`src/c20_pkg.sv`:
```
package c20_pkg;

    // One queued word: data byte plus end-of-message flag
    typedef struct packed {
        logic       last;
        logic [7:0] data;
    } t_item;

    typedef logic [3:0][31:0]  t_quad;
    typedef logic [15:0][31:0] t_block;
    typedef logic [3:0][63:0]  t_key;

    // Block function request from the sequencer
    typedef struct packed {
        logic        start;
        logic [63:0] counter;
    } t_core_req;

    // Block function status back to the sequencer
    typedef struct packed {
        logic done;
    } t_core_rsp;

    // "expand 32-byte k"
    localparam t_quad SIGMA = {32'h6b206574, 32'h79622d32, 32'h3320646e, 32'h61707865};

    // Configuration register indexes
    localparam logic [2:0] REG_KEY0  = 3'd0;
    localparam logic [2:0] REG_KEY1  = 3'd1;
    localparam logic [2:0] REG_KEY2  = 3'd2;
    localparam logic [2:0] REG_KEY3  = 3'd3;
    localparam logic [2:0] REG_NONCE = 3'd4;

endpackage

```
`src/c20_back.sv`:
```
module c20_back (
    input  logic               i_clk,
    input  logic               i_rst_n,
    input  c20_pkg::t_item     i_in_item,
    input  logic               i_in_empty,
    output logic               o_in_pop,
    output c20_pkg::t_item     o_out_item,
    output logic               o_out_push,
    input  logic               i_out_full,
    output c20_pkg::t_core_req o_req,
    input  c20_pkg::t_core_rsp i_rsp,
    input  c20_pkg::t_block    i_ks
);

    localparam logic BS_IDLE = 1'b0;
    localparam logic BS_WAIT = 1'b1;

    logic        r_state;
    logic [6:0]  r_pos;
    logic [63:0] r_ctr;
    logic        n_state;
    logic [6:0]  n_pos;
    logic [63:0] n_ctr;
    logic        w_go;
    logic [31:0] w_word;
    logic [7:0]  w_ks_byte;

    // Pick the keystream byte, little-endian within each word
    assign w_word    = i_ks[r_pos[5:2]];
    assign w_ks_byte = w_word[8 * r_pos[1:0] +: 8];

    // Combine a byte when one waits, the store holds one and the result queue has room
    assign w_go = (r_state == BS_IDLE) && !i_in_empty && !i_out_full && !r_pos[6];

    assign o_in_pop        = w_go;
    assign o_out_push      = w_go;
    assign o_out_item.data = i_in_item.data ^ w_ks_byte;
    assign o_out_item.last = i_in_item.last;

    assign o_req.start   = (r_state == BS_IDLE) && !i_in_empty && r_pos[6];
    assign o_req.counter = r_ctr;

    // Next state: refill on an empty store, restart after the last byte
    always_comb begin
        n_state = r_state;
        n_pos   = r_pos;
        n_ctr   = r_ctr;
        unique case (r_state)
            BS_IDLE: begin
                if (o_req.start) begin
                    n_state = BS_WAIT;
                end else if (w_go) begin
                    if (i_in_item.last) begin
                        n_ctr = '0;
                        n_pos = 7'd64;
                    end else begin
                        n_pos = r_pos + 7'd1;
                    end
                end
            end
            BS_WAIT: begin
                if (i_rsp.done) begin
                    n_state = BS_IDLE;
                    n_pos   = '0;
                    n_ctr   = r_ctr + 64'd1;
                end
            end
            default: begin
                n_state = BS_IDLE;
            end
        endcase
    end

    always_ff @(posedge i_clk) begin
        if (!i_rst_n) begin
            r_state <= BS_IDLE;
            r_pos   <= 7'd64;
            r_ctr   <= '0;
        end else begin
            r_state <= n_state;
            r_pos   <= n_pos;
            r_ctr   <= n_ctr;
        end
    end

endmodule

```
`config.mk`:
```
export PLATFORM = sky130hd
export DESIGN_NAME = c20_back
export DESIGN_NICKNAME = d
export VERILOG_FILES = /design/src/c20_pkg.sv /design/src/c20_back.sv
export SDC_FILE = /design/constraint.sdc
export NUM_CORES = 1
export LEC_CHECK = 0
export BUFFER_PORTS_ARGS = -buffer_cell sky130_fd_sc_hd__buf_2
export CAP_MARGIN = 20
export CORE_AREA = 4 4 229 231
export DETAILED_ROUTE_END_ITERATION = 8
export DIE_AREA = 0 0 233 235
export SETUP_SLACK_MARGIN = 0.3
export SKIP_LAST_GASP = 1
export SYNTH_ARGS = -nofsm -noshare
export SYNTH_HDL_FRONTEND = slang
export SYNTH_SLANG_ARGS = --single-unit
export TNS_END_PERCENT = 100
```
`constraint.sdc`:
```
create_clock -name i_clk -period 9.3 [get_ports i_clk]
set_clock_uncertainty 0.2 [all_clocks]
set_input_delay 1.86 -clock i_clk [delete_from_list [all_inputs] [get_ports i_clk]]
set_output_delay 1.86 -clock i_clk [all_outputs]
set_load 0.02 [all_outputs]
```
# Yosys cells after proc, flatten, opt, wreduce, memory -nomap -nowiden
# Cells that the tools add are included.
[totals]
out_inout_bits = 76
register_bits = 72
[classes]
n_shift = 1
n_eq_ne = 4
n_lt_le_gt_ge = 1
n_mux = 15
bitwise = 2
n_addsub = 2
n_reduce_logical = 9
[op_table]
columns = ["operator", "n"]
rows = [
  ["2-to-1 mux 64 bit", 4],
  ["binary-select mux 32 bit (select 4 bit)", 1],
  ["case mux 64 bit (2 select lines)", 1],
  ["adder 64 x 1 -> 64 bit, second input constant", 1],
  ["2-to-1 mux 32 bit", 1],
  ["indexed part select 32 x 6 -> 8 bit", 1],
  ["2-to-1 mux 7 bit", 4],
  ["case mux 7 bit (2 select lines)", 1],
  ["inequality test 2 bit, second input constant", 4],
  ["bitwise XOR 8 bit", 1],
  ["adder 7 x 1 -> 7 bit, second input constant", 1],
  ["< comparator 4 x 5 -> 1 bit, second input constant", 1],
  ["logical AND 1 bit", 4],
  ["AND reduction 4 bit", 1],
  ["zero test 1 bit", 3],
  ["AND reduction 3 bit", 1],
  ["2-to-1 mux 1 bit", 2],
  ["case mux 1 bit (2 select lines)", 1],
  ["NOT 1 bit", 1],
]

# Depth between registers and ports, before layout
[depth]
depth_word = 7
mapped_depth = 10
ltp_nobuf = 6

# Worst setup path before layout
# No wires, ideal clock.
[synth_path]
path_type = "input to output"
startpoint = "in i_ks[510] (netlist bit)"
endpoint = "out o_out_item[6] (netlist bit)"
path_stages = 6
slack_ps = 3938
required_ps = 7240
t_arrival_ps = 3302
cell_sequence = "mux4_2 > mux4_2 > mux2i_1 > nand2_1 > o21ai_0 > xnor2_1"
[synth_lines]
columns = ["element", "line", "source"]
rows = [
  ["from (decl)", "c20_back.sv:12", "input c20_pkg::t_block i_ks"],
  ["to (decl)", "c20_back.sv:7", "output c20_pkg::t_item o_out_item,"],
]

==> impl_metrics.yaml <==
setup_path:
  crit-reg2reg-launch: "r_state"
  reg2reg_slack_ns: 6.29
  crit_path_start_kind: "primary input"
  crit_path_end_kind: "primary output"
  path_class: "primary input to primary output"
  r2r_cells: 6
  r2r-end: "r_ctr[63]"
  required_ns: 7.24
  cp.arrival_ns: 4.00
  path_max_fanout: 1
cells_and_area:
  syn_to_final_growth_pct: 53.2
  n_fill_cell: 5617
  multiInputGateArea_sq_um: 5850
  final_nets: 1901
  register_area_sq_um: 1460
  final_layout_size_suffix_gt1_share_pct: 52.7
floorplan:
  die_x_microns: 233
  io_pins: 602
  fp.dieH_microns: 235
  rows: 82
  initial_core_util_pct: 15.2
  core_area_sq_um: 50100
  die-area_sq_um: 54800
power:
  leakage_nw: 4.68
  irDropWorstVdd_mv: 0.0589
  powerDensity_nw_per_um2: 74.1
synthesis:
  synth_cell_types: 46
  synth_seq_cells: 72
  synth-seq-area-share_pct: 19.0
  syn_avg_cell_area_sq_um: 9.27
  synth_edf_count: 0
  synth_warnings: 0
  synth_top_flop_cell: "dfxtp_1"
  synthArstFlopShare_pct: 0
  synth.top_cell.area_share_pct: 24.6
  ys_top_cells_by_count: "mux2i_1 (105), mux4_2 (83), dfxtp_1 (72)"
  synth_most_common_cell: "mux2i_1"
  yosys-top-cells-area: "mux4_2 (25%), dfxtp_1 (19%), mux2i_1 (14%)"
  yosys.area.top_type: "mux4_2"
  synth_nets: 1348
  synthCells: 820
  syn_area_sq_um: 7600
run:
  cap_violations: 0
sta:
  tns_ns: 0
  timing.final.crit_period_ns: 6.06
  fin_ws_ns: 3.24
  post-route-period-util_pct: 65.2
  hold_viol: 0
  slew_headroom_pct: 27.9
  worstMarginPinSlew_ns: 1.08
  setup_violations: 0
  clock.fmax_mhz: 165
  grt_setup_unrepaired: "no"
  drv_slew: 0
  timing.hold.ws_ns: 0.292
clock_network:
  cts_setup_buffers: 0
  clk_pin_slew_ns: 0.06
  hold_buffers: 0
  cts_tree: "done"
  clock_tree.buffer_depth: 2
  numCtsBuffers: 9
  h-tree-depth: 3
  cts_sinks: 72
  root_buffer: "clkbuf_16"
  ctsResizeCount: 0
  insertion_delay_ns: 0.34
grt:
  grt_pass1_wl_mm: 72.4
  grt_usage_pct: 18.6
  grt_pass1_vias: 9632
  grt_max_degree: 89
  grt.overflow.total: 0
  antenna_found_initial: 69
hold_path:
  min_from: "r_ctr[63]"
  worst_hold_path.endpoint: "r_ctr[63]"
  hp-class: "flop to flop"
  hold_path_depth: 2
placement:
  io_buffers: 601
  dpl.hpwl_mm: 47.7
  place_ws_ns: 3.25
  gp_congestion: 0.975
detailed_routing:
  postRouteAntennaNets: 0
  avgRoutedWirePerCell_microns: 26.1
  vias: 9738
  vias_per_cell: 4.70
  dr.pass1.iters: 5
  drt-initial-drc-count: 714
  drc: 0
  wl_mm: 54.1
outcome:
  status: "finished clean"
-- worst max-delay path by stage --
stage,start,endpoint,depth (start not counted)
after global placement,i_ks[358],o_out_item[6],7
after CTS,i_ks[358],o_out_item[6],7
after detailed placement,i_ks[358],o_out_item[6],7
final,i_ks[358],o_out_item[6],7
after global routing,r_pos[2],o_out_item[6],7
after floorplan,i_ks[510],o_out_item[6],6
-- layout make-up --
cell class	instances	area share, %
Sequential cell	72	12.5
Tap cell	672	7.22
Multi-Input combinational cell	669	50.3
Clock buffer	10	2.05
Inverter	8	0.258
Antenna cell	21	0.451
Timing Repair Buffer	613	26.9
Clock inverter	6	0.376
-- through the flow --
step	total power, W	std cells	utilization [%]	instance area [sq um]
finish	0.000863	2071	23.3	11600
global route	0.000904	2064	23.2	11600
CTS	0.000871	2049	23.1	11600
detailed placement	0.000539	2033	22.6	11300
global placement	0.000535	2032	22.5	11300
floorplan	0.000390	820	-	7600
-- routing by layer --
metal  wire length, microns  GRT usage, %  part of all wire (%)  vias up
li1                       -             -                     -     4351
met1                  22200          24.2                    41     4671
met2                  23500          27.9                    43      570
met3                   6070          7.04                    11      116
met4                   2140          7.03                   4.0       30
met5                    196             0                  0.36        -
-- worst max-delay path, stage by stage --
cell     delay [ns]
buf_2          0.11
mux4_2         0.48
a22oi_1        0.47
nand4_1        0.19
o21ai_0        0.43
xnor2_1        0.22
buf_2          0.24
-- layout by cell type (no fill, tap or decap), types with 7 or more instances in the layout --
cell type  instances
a21oi_1           25
a221oi_1           8
a22oi_1           46
and3_1            12
and4_1             7
buf_2            601
buf_4              9
clkbuf_16          9
dfxtp_1           67
diode_2           21
inv_1              8
mux2i_1          105
mux4_2            83
nand2_1           56
nand3_1           24
nand4_1           26
nor2_1            61
nor3_1            17
nor4_1            13
o21ai_0           33
o22ai_1           20
o31ai_1           10
or3_1             15
xnor2_1           38
xor2_1            19
-- flip-flops by register name, indices dropped and copies added (netlist names) --
signal and flops:
r_pos 7, r_state 1, r_ctr 64
-- logic make-up (layout without fill, tap and decap cells) --
| logic type | after synthesis | count (layout) | synth area share, % |
|---|---|---|---|
| simple gates | 263 | 263 | 17.8 |
| buf+inv | 79 | 637 | 4.18 |
| xor+xnor | 57 | 57 | 6.57 |
| mux | 188 | 188 | 38.4 |
| compound gates | 159 | 159 | 13.7 |
| fa+ha+maj | 2 | 2 | 0.329 |
| other cells | 0 | 21 | 0 |
| flops | 72 | 72 | 19.0 |
-- power breakdown --
| group | internal [W] | switching (W) | leakage (nW) |
|---|---|---|---|
| Clock | 0.000189 | 0.000141 | 0.139 |
| Combinational | 0.000125 | 0.0000979 | 3.96 |
| Sequential | 0.000309 | 0.00000250 | 0.584 |
Power figures use the tool's default switching activity.
