### src/c20_fifo.sv
module c20_fifo #(
    parameter int WIDTH = 9,
    parameter int DEPTH = 4
) (
    input  logic             i_clk,
    input  logic             i_rst_n,
    input  logic             i_push,
    input  logic [WIDTH-1:0] i_data,
    output logic             o_full,
    input  logic             i_pop,
    output logic [WIDTH-1:0] o_data,
    output logic             o_empty
);

    localparam int PTR_W = $clog2(DEPTH);

    logic [WIDTH-1:0] r_mem [DEPTH];
    logic [PTR_W:0]   r_wr;
    logic [PTR_W:0]   r_rd;
    logic             w_do_push;
    logic             w_do_pop;

    // Full when the pointers differ only in the wrap bit
    assign o_empty   = (r_wr == r_rd);
    assign o_full    = (r_wr[PTR_W] != r_rd[PTR_W]) &&
                       (r_wr[PTR_W-1:0] == r_rd[PTR_W-1:0]);
    assign o_data    = r_mem[r_rd[PTR_W-1:0]];
    assign w_do_push = i_push && !o_full;
    assign w_do_pop  = i_pop && !o_empty;

    // Advance the pointers
    always_ff @(posedge i_clk) begin
        if (!i_rst_n) begin
            r_wr <= '0;
            r_rd <= '0;
        end else begin
            if (w_do_push) begin
                r_wr <= r_wr + 1'b1;
            end
            if (w_do_pop) begin
                r_rd <= r_rd + 1'b1;
            end
        end
    end

    // Store the incoming word
    always_ff @(posedge i_clk) begin
        if (w_do_push) begin
            r_mem[r_wr[PTR_W-1:0]] <= i_data;
        end
    end

endmodule

### config.mk
export PLATFORM = sky130hd
export DESIGN_NAME = c20_fifo
export DESIGN_NICKNAME = d
export VERILOG_FILES = /design/src/c20_fifo.sv
export SDC_FILE = /design/constraint.sdc
export NUM_CORES = 1
export LEC_CHECK = 0
export ABC_CLOCK_PERIOD_IN_PS = 3520
export CORE_AREA = 2 2 70 52
export DETAILED_ROUTE_END_ITERATION = 10
export DIE_AREA = 0 0 72 54
export DONT_BUFFER_PORTS = 1
export GPL_ROUTABILITY_DRIVEN = 0
export PLACE_DENSITY = 0.79
export SYNTH_ARGS = -nofsm -noshare
export SYNTH_HDL_FRONTEND = slang
export SYNTH_SLANG_ARGS = --single-unit
### constraint.sdc
create_clock -name i_clk -period 3.52 [get_ports i_clk]
set_clock_uncertainty 0.05 [all_clocks]
set_input_delay 0.352 -clock i_clk [delete_from_list [all_inputs] [get_ports i_clk]]
set_output_delay 0.352 -clock i_clk [all_outputs]
set_load 0.02 [all_outputs]
# --- Word level (Yosys, flattened, before mapping) ---
# Memories as Yosys holds them, arrays and structs flattened. A register that Yosys moved wholly into a read port is not among the register bits.
# Index checks and enable logic that the tools add are counted.
word_totals:
  ff_bits: 6
  latchBits: 0
  ram_bits: 36
  romBits: 0
  output_inout_bits: 11
  wordCells: 17
  mem_count: 1
op_classes:
  addsub: 2
  n_mul: 0
  div: 0
  magnitude_cmp: 0
  eq_ne: 3
  shift: 0
  n_mux: 4
  bitwise_logic: 0
  n_reduce_logical: 5
mem_list:
  columns: ["name", "words", "width", "rd", "rd_ports_with_merged_regs", "write_ports", "line_no", "rtl"]
  rows:
  - ["r_mem", 4, 9, 1, 1, 1, "17", "logic [WIDTH-1:0] r_mem [DEPTH];"]
op_table:
  columns: ["cell", "count"]
  rows:
  - ["$add A3 B1 Y3 const B", 2]
  - ["$mux W2", 2]
  - ["$eq A3 B3 Y1", 1]
  - ["$logic_and A1 B1 Y1", 3]
  - ["$eq A2 B2 Y1", 1]
  - ["$logic_not A1 Y1", 2]
  - ["$mux W1", 2]
  - ["$ne A1 B1 Y1", 1]

# --- Logic depth before layout (Yosys ltp) ---
# Gate-level depths: netlist of run 1.
depth:
  word_depth: 6
  depth_mapped: 5

# --- Least setup slack after synthesis of run 1 ---
# OpenSTA, ideal clock, no wires.
synth_timing:
  kind: "reg2reg"
  from: "register r_wr[0]"
  to: "memory r_mem[3][0] (enable)"
  arrival_time_ns: 1.460
  path_slack_ns: 1.635
  stages_incl_launch_ff: 4
  synth_period_minus_slack_ns: 1.885
  path_cell_list: "dfxtp_1 > xor2_1 > nor3_1 > nor2_1"
synth_via:
  elab_chain_cells: 6
synth_rtl:
  columns: ["item", "line_no", "rtl"]
  rows:
  - ["from (decl)", "18", "logic [PTR_W:0] r_wr;"]
  - ["from (signal assigned)", "38", "r_wr <= r_wr + 1'b1;"]
  - ["$eq A2 B2 Y1", "26", "(r_wr[PTR_W-1:0] == r_rd[PTR_W-1:0]);"]
  - ["$logic_and A1 B1 Y1", "25", "assign o_full = (r_wr[PTR_W] != r_rd[PTR_W]) &&"]
  - ["via o_full", "9", "output logic o_full,"]
  - ["$logic_not A1 Y1", "28", "assign w_do_push = i_push && !o_full;"]
  - ["$logic_and A1 B1 Y1", "28", null]
  - ["$mux W1", "48", "if (w_do_push) begin"]
  - ["$mux W1 (not written as such)", "49", "r_mem[r_wr[PTR_W-1:0]] <= i_data;"]
  - ["to (decl)", "17", null]
# The timed path passes the listed nets, and every way through them passes these cells.

# --- Final worst setup path of run 1 ---
layout_timing:
  from: "register r_wr[0]"
  to: "memory r_mem[3][2] (enable)"
# The elaborated chain is that of the path after synthesis.

==> reports/metrics.yaml, run 1 <==
outcome:
  status: "finished, final reports clean"
global_route:
  met2_usage: 0.258
  grt-ovfl-total: 0
  met3_usage: 0.0824
  grt_pass1_wl_mm: 4.53
  grt_pass1_vias: 897
  antenna_found_initial: 0
  grt_max_degree: 14
  grtUsageMet1: 0.209
  grt_use_total: 0.170
  grt_busiest_layer: "met2"
die:
  floorplan.initialDensity: 0.564
  num_rows: 18
  core-area_sq_um: 3310
  fp.dieH_microns: 54
  fp.dieW_microns: 72
  die-area_sq_um: 3890
  ios: 24
clock_network:
  cts_sinks: 44
  cts-htree-levels: 2
  cts_buffers: 5
  postCtsHoldBufs: 0
  path_clk_slew_ps: 80
  postCtsSetupRepairBufs: 0
  root_buffer: "clkbuf_8"
  cts_tree: "yes"
  clkLatencyLatePin_ps: 290
  clk_path_buf_depth: 2
  cts_resized: 0
critical_path:
  worst_path_max_delay_cell: "nor2_1"
  critPathBufInv: 0
  path_max_fanout: 9
  cp.arrival_ps: 2160
  worst-endpoint-required_ps: 3390
  r2r-start: "r_wr[0]$_SDFFE_PN0P_"
  ff2ff_path_depth: 3
  cp_top_family: "simple AND/OR/NAND/NOR gates"
  timing.rr.end: "r_mem[3][2]$_DFFE_PP_"
  cp.depth: 3
  slowest_delay_ps: 690
  critPathLaunchType: "flip-flop"
  reg2reg_slack_ps: 1230
  crit_chain: "xor2_1 -> nor3_1 -> nor2_1"
  path_class: "flip-flop to flip-flop"
  end_kind: "flip-flop"
detailed_routing:
  vias: 1010
  post_drt_wl_per_cell_microns: 19.3
  route.detailed.drc: 0
  drt-total-wl_mm: 3.08
  drt_iter0_markers: 67
  ant_nets: 0
  avgViaCountPerCell: 6.35
  dr.pass1.iters: 4
synthesis:
  synth_fp_nets: 133
  avgSynthCellArea_sq_um: 16.2
  synthCells: 115
  yosysWarnings: 0
  ys_seq_area_frac: 0.665
  yosysTopAreaCell: "edfxtp_1"
  synth_ff_type: "edfxtp_1"
  synthXorXnorAreaFrac: 0.0282
  synth_top_family_by_area: "multiplexers"
  ys_types: 28
  synthSimpleGateAreaFrac: 0.0724
  yosys-top-cells-area: "edfxtp_1 58%, mux4_2 11%, dfxtp_1 8.6%"
  synth.cell_area_sq_um: 1870
  async_reset_ff_frac: 0
  ys_ff_latch: 44
  yosys.area_share.adder: 0.0335
  yosysMostFrequentCell: "edfxtp_1"
  synth_edf_count: 36
  synth_compound_area_frac: 0.0677
  synth.top_cell.area_share: 0.579
  yosys-mux-area-fraction: 0.109
  netlist_top_cells_count: "36 x edfxtp_1, 9 x mux4_2, 8 x dfxtp_1"
job:
  maxCapViolations: 0
power:
  irDropWorstVdd_uv: 339
  leakagePower_nw: 0.659
  powerDensity_nw_per_um2: 727
sta:
  fin_tns_setup_ps: 0
  setup_viol: 0
  fin_crit_sh: 0.651
  drv_slew: 0
  post-route-min-period_ps: 2290
  fin_ws_ps: 1230
  finalHoldViolCount: 0
  worst_pin_slew_ps: 808
  max_slew_margin: 0.460
  fmax_ghz: 0.436
  rsz0062_at_grt: "no"
layout:
  layout-drive-gt1-share: 0.134
  synthToLayoutAreaGrowth_pct: 5.63
  nNetsFinal: 136
  n_antenna_cell: 0
  final_cells: 159
  nFillCells: 247
placement:
  post-place-ws_ps: 1240
  io_buffer_count: 0
  dp.cells: 151
  dp_hpwl_mm: 2.15
min_path:
  whs_path_depth: 0
  hold_path_startpoint: "i_data[7]"
  whs_endpoint: "r_mem[2][7]$_DFFE_PP_"
  hold_class: "input port to flip-flop"
routing by layer:
metal  part of all wire  wire length [microns]  vias up
met2               0.46                   1420       54
li1                   -                      -      460
met5                  0                      0        -
met3              0.095                    292       14
met4              0.028                     86        0
met1               0.41                   1270      482
power breakdown:
part / total, mW / switching (mW) / internal (mW)
Clock: 0.292 / 0.157 / 0.135
Combinational: 0.405 / 0.259 / 0.147
Sequential: 0.737 / 0.0769 / 0.660
Total: 1.43 / 0.493 / 0.941
state kept, by name, indices dropped and copies added, names as in the netlist, named ones only:
signal and cells:
r_rd 3, r_wr 3, r_mem 36
cell type report:
type	count	area, sq um	share of cell area
Tap cell	40	50.0	0.0254
Clock inverter	3	13.8	0.00698
Inverter	5	18.8	0.00952
Clock buffer	5	68.8	0.0349
Multi-Input combinational cell	62	579	0.294
Sequential cell	44	1240	0.629
how the worst max path moves through the flow:
stage / slack [ps] / endpoint / startpoint
2_1_floorplan: 1640 / r_mem[3][0]$_DFFE_PP_ / r_wr[0]$_SDFFE_PN0P_
3_3_place_gp: 1330 / r_mem[3][7]$_DFFE_PP_ / r_wr[0]$_SDFFE_PN0P_
3_5_place_dp: 1240 / r_mem[3][4]$_DFFE_PP_ / r_wr[0]$_SDFFE_PN0P_
4_1_cts: 1210 / r_mem[3][0]$_DFFE_PP_ / r_wr[0]$_SDFFE_PN0P_
5_1_grt: 1070 / r_mem[3][0]$_DFFE_PP_ / r_wr[0]$_SDFFE_PN0P_
6_report: 1230 / r_mem[3][2]$_DFFE_PP_ / r_wr[0]$_SDFFE_PN0P_
per-stage QoR:
step / cell area [sq um] / hold WS, ps / power (mW) / util
after floorplan: 1870 / 401 / 1.08 / -
after global placement: 1890 / 401 / 1.14 / 0.571
after detailed placement: 1890 / 401 / 1.16 / 0.571
after CTS: 1970 / 94.4 / 1.44 / 0.596
after global routing: 1970 / 82.3 / 1.50 / 0.596
final: 1970 / 101 / 1.43 / 0.596
cells in the final DEF (no fill, tap or decap), types with 3 or more instances in the layout:
master,n
a211o_1,4
and2_1,4
clkbuf_8,5
dfxtp_1,8
edfxtp_1,36
ha_1,5
inv_1,5
mux4_2,9
nand2_1,3
nand3_1,3
nand3b_1,4
nor3_1,4
o21ai_0,4
xnor2_1,3
xor2_1,3
cells by family (layout without fill, tap and decap cells):
kind of cell | Yosys count | count (layout)
compound gates | 18 | 18
xor+xnor | 6 | 6
fa+ha+maj | 5 | 5
buf+inv | 9 | 13
flops | 44 | 44
mux | 9 | 9
simple gates | 24 | 24
Power figures use the tool's default switching activity.
==> run 2: changes to the inputs <==
--- a/config.mk
+++ b/config.mk
@@ -5,7 +5,7 @@
 export SDC_FILE = /design/constraint.sdc
 export NUM_CORES = 1
 export LEC_CHECK = 0
-export ABC_CLOCK_PERIOD_IN_PS = 3520
+export ABC_CLOCK_PERIOD_IN_PS = 2300
 export CORE_AREA = 2 2 70 52
 export DETAILED_ROUTE_END_ITERATION = 10
 export DIE_AREA = 0 0 72 54
==> constraint.sdc (replaced) <==
create_clock -name i_clk -period 2.3 [get_ports i_clk]
set_clock_uncertainty 0.05 [all_clocks]
set_input_delay 0.23 -clock i_clk [delete_from_list [all_inputs] [get_ports i_clk]]
set_output_delay 0.23 -clock i_clk [all_outputs]
set_load 0.02 [all_outputs]
==> reports/metrics.yaml, run 2 (synthesized netlist as in run 1, its figures left out) <==
outcome:
  status: "finished, final reports clean"
layout:
  synthToLayoutAreaGrowth_pct: 11.7
  register_area_sq_um: 1240  # unchanged
  largest_reg_flops: 36  # unchanged
  final_common_cell: "edfxtp_1"
  layout-drive-gt1-share: 0.138  # +0.00401
  most-common-layout-cells: "36 x edfxtp_1, 10 x dlygate4sd3_1, 9 x mux4_2"
  n_antenna_cell: 0  # unchanged
  final_cell_area_sq_um: 2080  # +5.7%
  nFillCells: 247  # unchanged
  multiInputGateArea_sq_um: 579  # unchanged
  nNetsFinal: 147  # +8.1%
detailed_routing:
  drt-total-wl_mm: 3.06  # -0.46%
  dr.pass1.iters: 4  # unchanged
  route.detailed.drc: 0  # unchanged
  ant_nets: 0  # unchanged
  avgViaCountPerCell: 6.19  # -2.6%
  post_drt_wl_per_cell_microns: 18.0  # -6.9%
  drt_iter0_markers: 61  # -9.0%
  vias: 1052  # +4.2%
power:
  p_int_mw: 1.46  # +55%
  clkPwrFrac: 0.205  # about the same
  power_frac_seq: 0.509  # -0.005
  leakagePower_nw: 0.708  # +7.6%
  switchingPower_mw: 0.760  # +54%
  p_comb_frac: 0.286  # +0.003
  swShare: 0.343  # -0.000553
  irDropWorstVdd_uv: 497  # +47%
  powerDensity_nw_per_um2: 1060  # +46%
global_route:
  grt_pass1_vias: 948  # +5.7%
  antenna_found_initial: 0  # unchanged
  grt_pass1_wl_mm: 4.64  # +2.6%
  grt_use_total: 0.171  # +0.000901
  grt_max_degree: 15  # +1
  grt-ovfl-total: 0  # unchanged
critical_path:
  end_kind: "flip-flop"
  path_class: "flip-flop to flip-flop"
  critPathLaunchType: "flip-flop"
  path_max_fanout: 9  # unchanged
  cp.arrival_ps: 2040  # -120 ps
  worst-endpoint-required_ps: 2300  # -1090 ps
sta:
  setup_viol: 0  # unchanged
  worst_pin_slew_ps: 733  # -74.7 ps
  fin_ws_ps: 261  # -966 ps
  fin_crit_sh: 0.886  # +0.235
  max_slew_margin: 0.508  # +0.0480
  fmax_ghz: 0.491  # +12%
  finalHoldViolCount: 0  # unchanged
  fin_tns_setup_ps: 0  # unchanged
  post-route-min-period_ps: 2040  # -254 ps
  hold_slack_ps: 94.2  # -6.44 ps
  drv_slew: 0  # unchanged
  rsz0062_at_grt: "no"
clock_network:
  postCtsHoldBufs: 10  # +10
  cts_tree: "yes"
  clk_path_buf_depth: 2  # unchanged
  root_buffer: "clkbuf_8"
  path_clk_slew_ps: 80  # about the same
  cts-htree-levels: 2  # unchanged
  cts_sinks: 44  # unchanged
  cts_buffers: 5  # unchanged
  cts_resized: 0  # unchanged
  clkLatencyLatePin_ps: 290  # about the same
  postCtsSetupRepairBufs: 0  # unchanged
die:
  num_rows: 18  # unchanged
  fp.dieW_microns: 72  # unchanged
  die-area_sq_um: 3890  # unchanged
  core-area_sq_um: 3310  # unchanged
  ios: 24  # unchanged
  fp.dieH_microns: 54  # unchanged
  floorplan.initialDensity: 0.564  # unchanged
min_path:
  hold_class: "input port to flip-flop"
job:
  maxCapViolations: 0  # unchanged
placement:
  io_buffer_count: 0  # unchanged
  dp_hpwl_mm: 2.15  # about the same
  placed_cell_area_sq_um: 1900  # +0.40%
  post-place-ws_ps: 319  # -919 ps
-- run 2: cell types whose count changed in the layout (fill, tap and decap cells not counted), sizes merged --
| cell | change |
|---|---|
| dlygate4sd3 | +10 |
| buf | +1 |
-- run 2: worst paths after layout --
kind / start / end / slack (ps) / depth (start not counted)
hold / removal: i_push / r_wr[1]$_SDFFE_PN0P_ / 90 / 2
setup / recovery: r_wr[1]$_SDFFE_PN0P_ / r_mem[3][7]$_DFFE_PP_ / 260 / 4
hold reg to reg: r_wr[2]$_SDFFE_PN0P_ / r_wr[2]$_SDFFE_PN0P_ / 500 / 2
setup reg to reg: r_wr[1]$_SDFFE_PN0P_ / r_mem[3][7]$_DFFE_PP_ / 260 / 4
-- run 2: stage by stage --
stage	std cells	util	power, mW
2_1_floorplan	115	-	1.65
3_3_place_gp	152	0.573	1.74
3_5_place_dp	152	0.573	1.77
4_1_cts	170	0.630	2.24
5_1_grt	170	0.630	2.33
6_report	170	0.630	2.22
-- run 2: worst max-delay path: stages (launching register included) --
cell	delay [ps]
dfxtp_1	540
xor2_1	220
nor3_1	650
nor2_1	120
buf_4	210
-- run 2: power by group through the flow --
stage               Sequential [mW]  Combinational (mW)  Clock, mW
floorplan                      1.07               0.586          0
global placement               1.14               0.605          0
finish                         1.13               0.634      0.454
CTS                            1.13               0.638      0.474
global route                   1.15               0.686      0.502
detailed placement             1.15               0.618          0
-- run 2: layout make-up --
class	count	area share
Tap cell	40	0.0240
Inverter	5	0.00900
Sequential cell	44	0.595
Clock buffer	5	0.0330
Timing Repair Buffer	11	0.0516
Multi-Input combinational cell	62	0.278
Clock inverter	3	0.00900
-- run 2: routing by layer --
metal	GRT usage	part of all wire
met5	0	0
met4	0.0597	0.016
met3	0.0730	0.063
met2	0.272	0.48
met1	0.213	0.44
==> run 3: changes to the inputs <==
--- a/config.mk
+++ b/config.mk
@@ -11,6 +11,7 @@
 export DIE_AREA = 0 0 72 54
 export DONT_BUFFER_PORTS = 1
 export GPL_ROUTABILITY_DRIVEN = 0
+export MAX_ROUTING_LAYER = met4
 export PLACE_DENSITY = 0.79
 export SYNTH_ARGS = -nofsm -noshare
 export SYNTH_HDL_FRONTEND = slang
==> constraint.sdc (replaced) <==
create_clock -name i_clk -period 2.3 [get_ports i_clk]
set_clock_uncertainty 0.05 [all_clocks]
set_input_delay 0.115 -clock i_clk [delete_from_list [all_inputs] [get_ports i_clk]]
set_output_delay 0.115 -clock i_clk [all_outputs]
set_load 0.02 [all_outputs]
==> reports/metrics.yaml, run 3 (synthesized netlist as in run 1, its figures left out) <==
clock_network:
  root_buffer: "clkbuf_8"
  postCtsSetupRepairBufs: 0  # unchanged
  postCtsHoldBufs: 11  # +1
  cts-htree-levels: 2  # unchanged
  cts_resized: 0  # unchanged
  cts_buffers: 5  # unchanged
  path_clk_slew_ps: 80  # about the same
  clkLatencyLatePin_ps: 290  # about the same
  cts_sinks: 44  # unchanged
  cts_tree: "yes"
  clk_path_buf_depth: 2  # unchanged
power:
  powerDensity_nw_per_um2: 1060  # -0.49%
  irDropWorstVdd_uv: 497  # about the same
  p_int_mw: 1.46  # about the same
  clkPwrFrac: 0.205  # about the same
  switchingPower_mw: 0.759  # -0.20%
  p_comb_frac: 0.287  # about the same
  power_frac_seq: 0.509  # about the same
  swShare: 0.343  # -0.000631
  leakagePower_nw: 0.713  # +0.59%
outcome:
  status: "finished, final reports clean"
detailed_routing:
  ant_nets: 0  # unchanged
  drt_iter0_markers: 71  # +16%
  avgViaCountPerCell: 6.14  # -0.77%
  route.detailed.drc: 0  # unchanged
  vias: 1050  # -0.19%
  post_drt_wl_per_cell_microns: 17.9  # -0.84%
  dr.pass1.iters: 4  # unchanged
  drt-total-wl_mm: 3.05  # -0.26%
critical_path:
  critPathBufInv: 1  # unchanged
  reg2reg_slack_ps: 280  # +20 ps
  worst_path_max_delay_cell: "nor3_1"
  end_kind: "flip-flop"
  path_class: "flip-flop to flip-flop"
  crit_chain: "xor2_1 -> nor3_1 -> nor2_1 -> buf_4"
  worst-endpoint-required_ps: 2300  # about the same
  slowest_delay_ps: 640  # about the same
  critPathLaunchType: "flip-flop"
  cp_top_family: "simple AND/OR/NAND/NOR gates"
  path_max_fanout: 9  # unchanged
  cp.arrival_ps: 2020  # -20 ps
layout:
  utilization: 0.633  # +0.00302
  largest_reg_flops: 36  # unchanged
  layout-drive-gt1-share: 0.137  # -0.00106
  most-common-layout-cells: "36 x edfxtp_1, 11 x dlygate4sd3_1, 9 x mux4_2"
  final_common_cell: "edfxtp_1"
  synthToLayoutAreaGrowth_pct: 12.2
  final_cell_area_sq_um: 2090  # +0.48%
  n_antenna_cell: 0  # unchanged
  nNetsFinal: 148  # +0.68%
die:
  floorplan.initialDensity: 0.564  # unchanged
  core-area_sq_um: 3310  # unchanged
  fp.dieW_microns: 72  # unchanged
  die-area_sq_um: 3890  # unchanged
  num_rows: 18  # unchanged
  fp.dieH_microns: 54  # unchanged
  ios: 24  # unchanged
placement:
  dp_hpwl_mm: 2.15  # unchanged
  placed_cell_area_sq_um: 1900  # unchanged
  io_buffer_count: 0  # unchanged
sta:
  fin_crit_sh: 0.878  # -0.00839
  drv_slew: 0  # unchanged
  post-route-min-period_ps: 2020  # -19.3 ps
  hold_slack_ps: 36.9  # -57.4 ps
  fin_tns_setup_ps: 0  # unchanged
  worst_pin_slew_ps: 731  # -2.27 ps
  rsz0062_at_grt: "no"
  finalHoldViolCount: 0  # unchanged
  fmax_ghz: 0.495  # +0.96%
  max_slew_margin: 0.509  # +0.00153
  setup_viol: 0  # unchanged
global_route:
  grt_pass1_wl_mm: 4.65  # +0.15%
  grt_use_total: 0.176  # +0.00488
  grt_pass1_vias: 955  # +0.74%
  grt-ovfl-total: 0  # unchanged
  grt_max_degree: 15  # unchanged
  antenna_found_initial: 0  # unchanged
min_path:
  hold_class: "input port to flip-flop"
job:
  maxCapViolations: 0  # unchanged
==> run 3: cell types whose count changed in the layout (fill, tap and decap cells not counted), sizes merged <==
| cell | delta |
|---|---|
| dlygate4sd3 | +1 |
==> run 3: cell type report <==
type / count / area (sq um)
Timing Repair Buffer: 12 / 118
Clock buffer: 5 / 68.8
Clock inverter: 3 / 18.8
Inverter: 5 / 18.8
Multi-Input combinational cell: 62 / 579
Sequential cell: 44 / 1240
Fill cell: 246 / 1220
Tap cell: 40 / 50.0
==> run 3: worst paths after layout <==
kind / to / depth (start not counted) / startpoint
max: r_mem[3][7]$_DFFE_PP_ / 4 / r_wr[1]$_SDFFE_PN0P_
min: r_rd[1]$_SDFFE_PN0P_ / 2 / i_pop
max reg2reg: r_mem[3][7]$_DFFE_PP_ / 4 / r_wr[1]$_SDFFE_PN0P_
min reg2reg: r_wr[2]$_SDFFE_PN0P_ / 2 / r_wr[2]$_SDFFE_PN0P_
==> run 3: routing by layer <==
metal / vias up / routed length [microns] / global-route usage
met3: 8 / 168 / 0.0693
met4: 0 / 48 / 0.0597
li1: 485 / - / -
met5: - / 0 / -
met2: 28 / 1500 / 0.273
met1: 529 / 1330 / 0.213
==> run 3: per-stage QoR <==
step                power [mW]  std cells  setup WS (ps)
detailed placement        1.77        152            319
global route              2.34        171            159
floorplan                 1.65        115            415
finish                    2.22        171            281
CTS                       2.24        171            305
global placement          1.74        152            380
==> run 3: power groups by stage <==
stage / Clock (mW) / Sequential [mW] / Combinational (mW)
2_1_floorplan: 0 / 1.07 / 0.586
6_report: 0.453 / 1.13 / 0.635
4_1_cts: 0.474 / 1.13 / 0.640
3_5_place_dp: 0 / 1.15 / 0.618
3_3_place_gp: 0 / 1.14 / 0.605
5_1_grt: 0.502 / 1.15 / 0.688
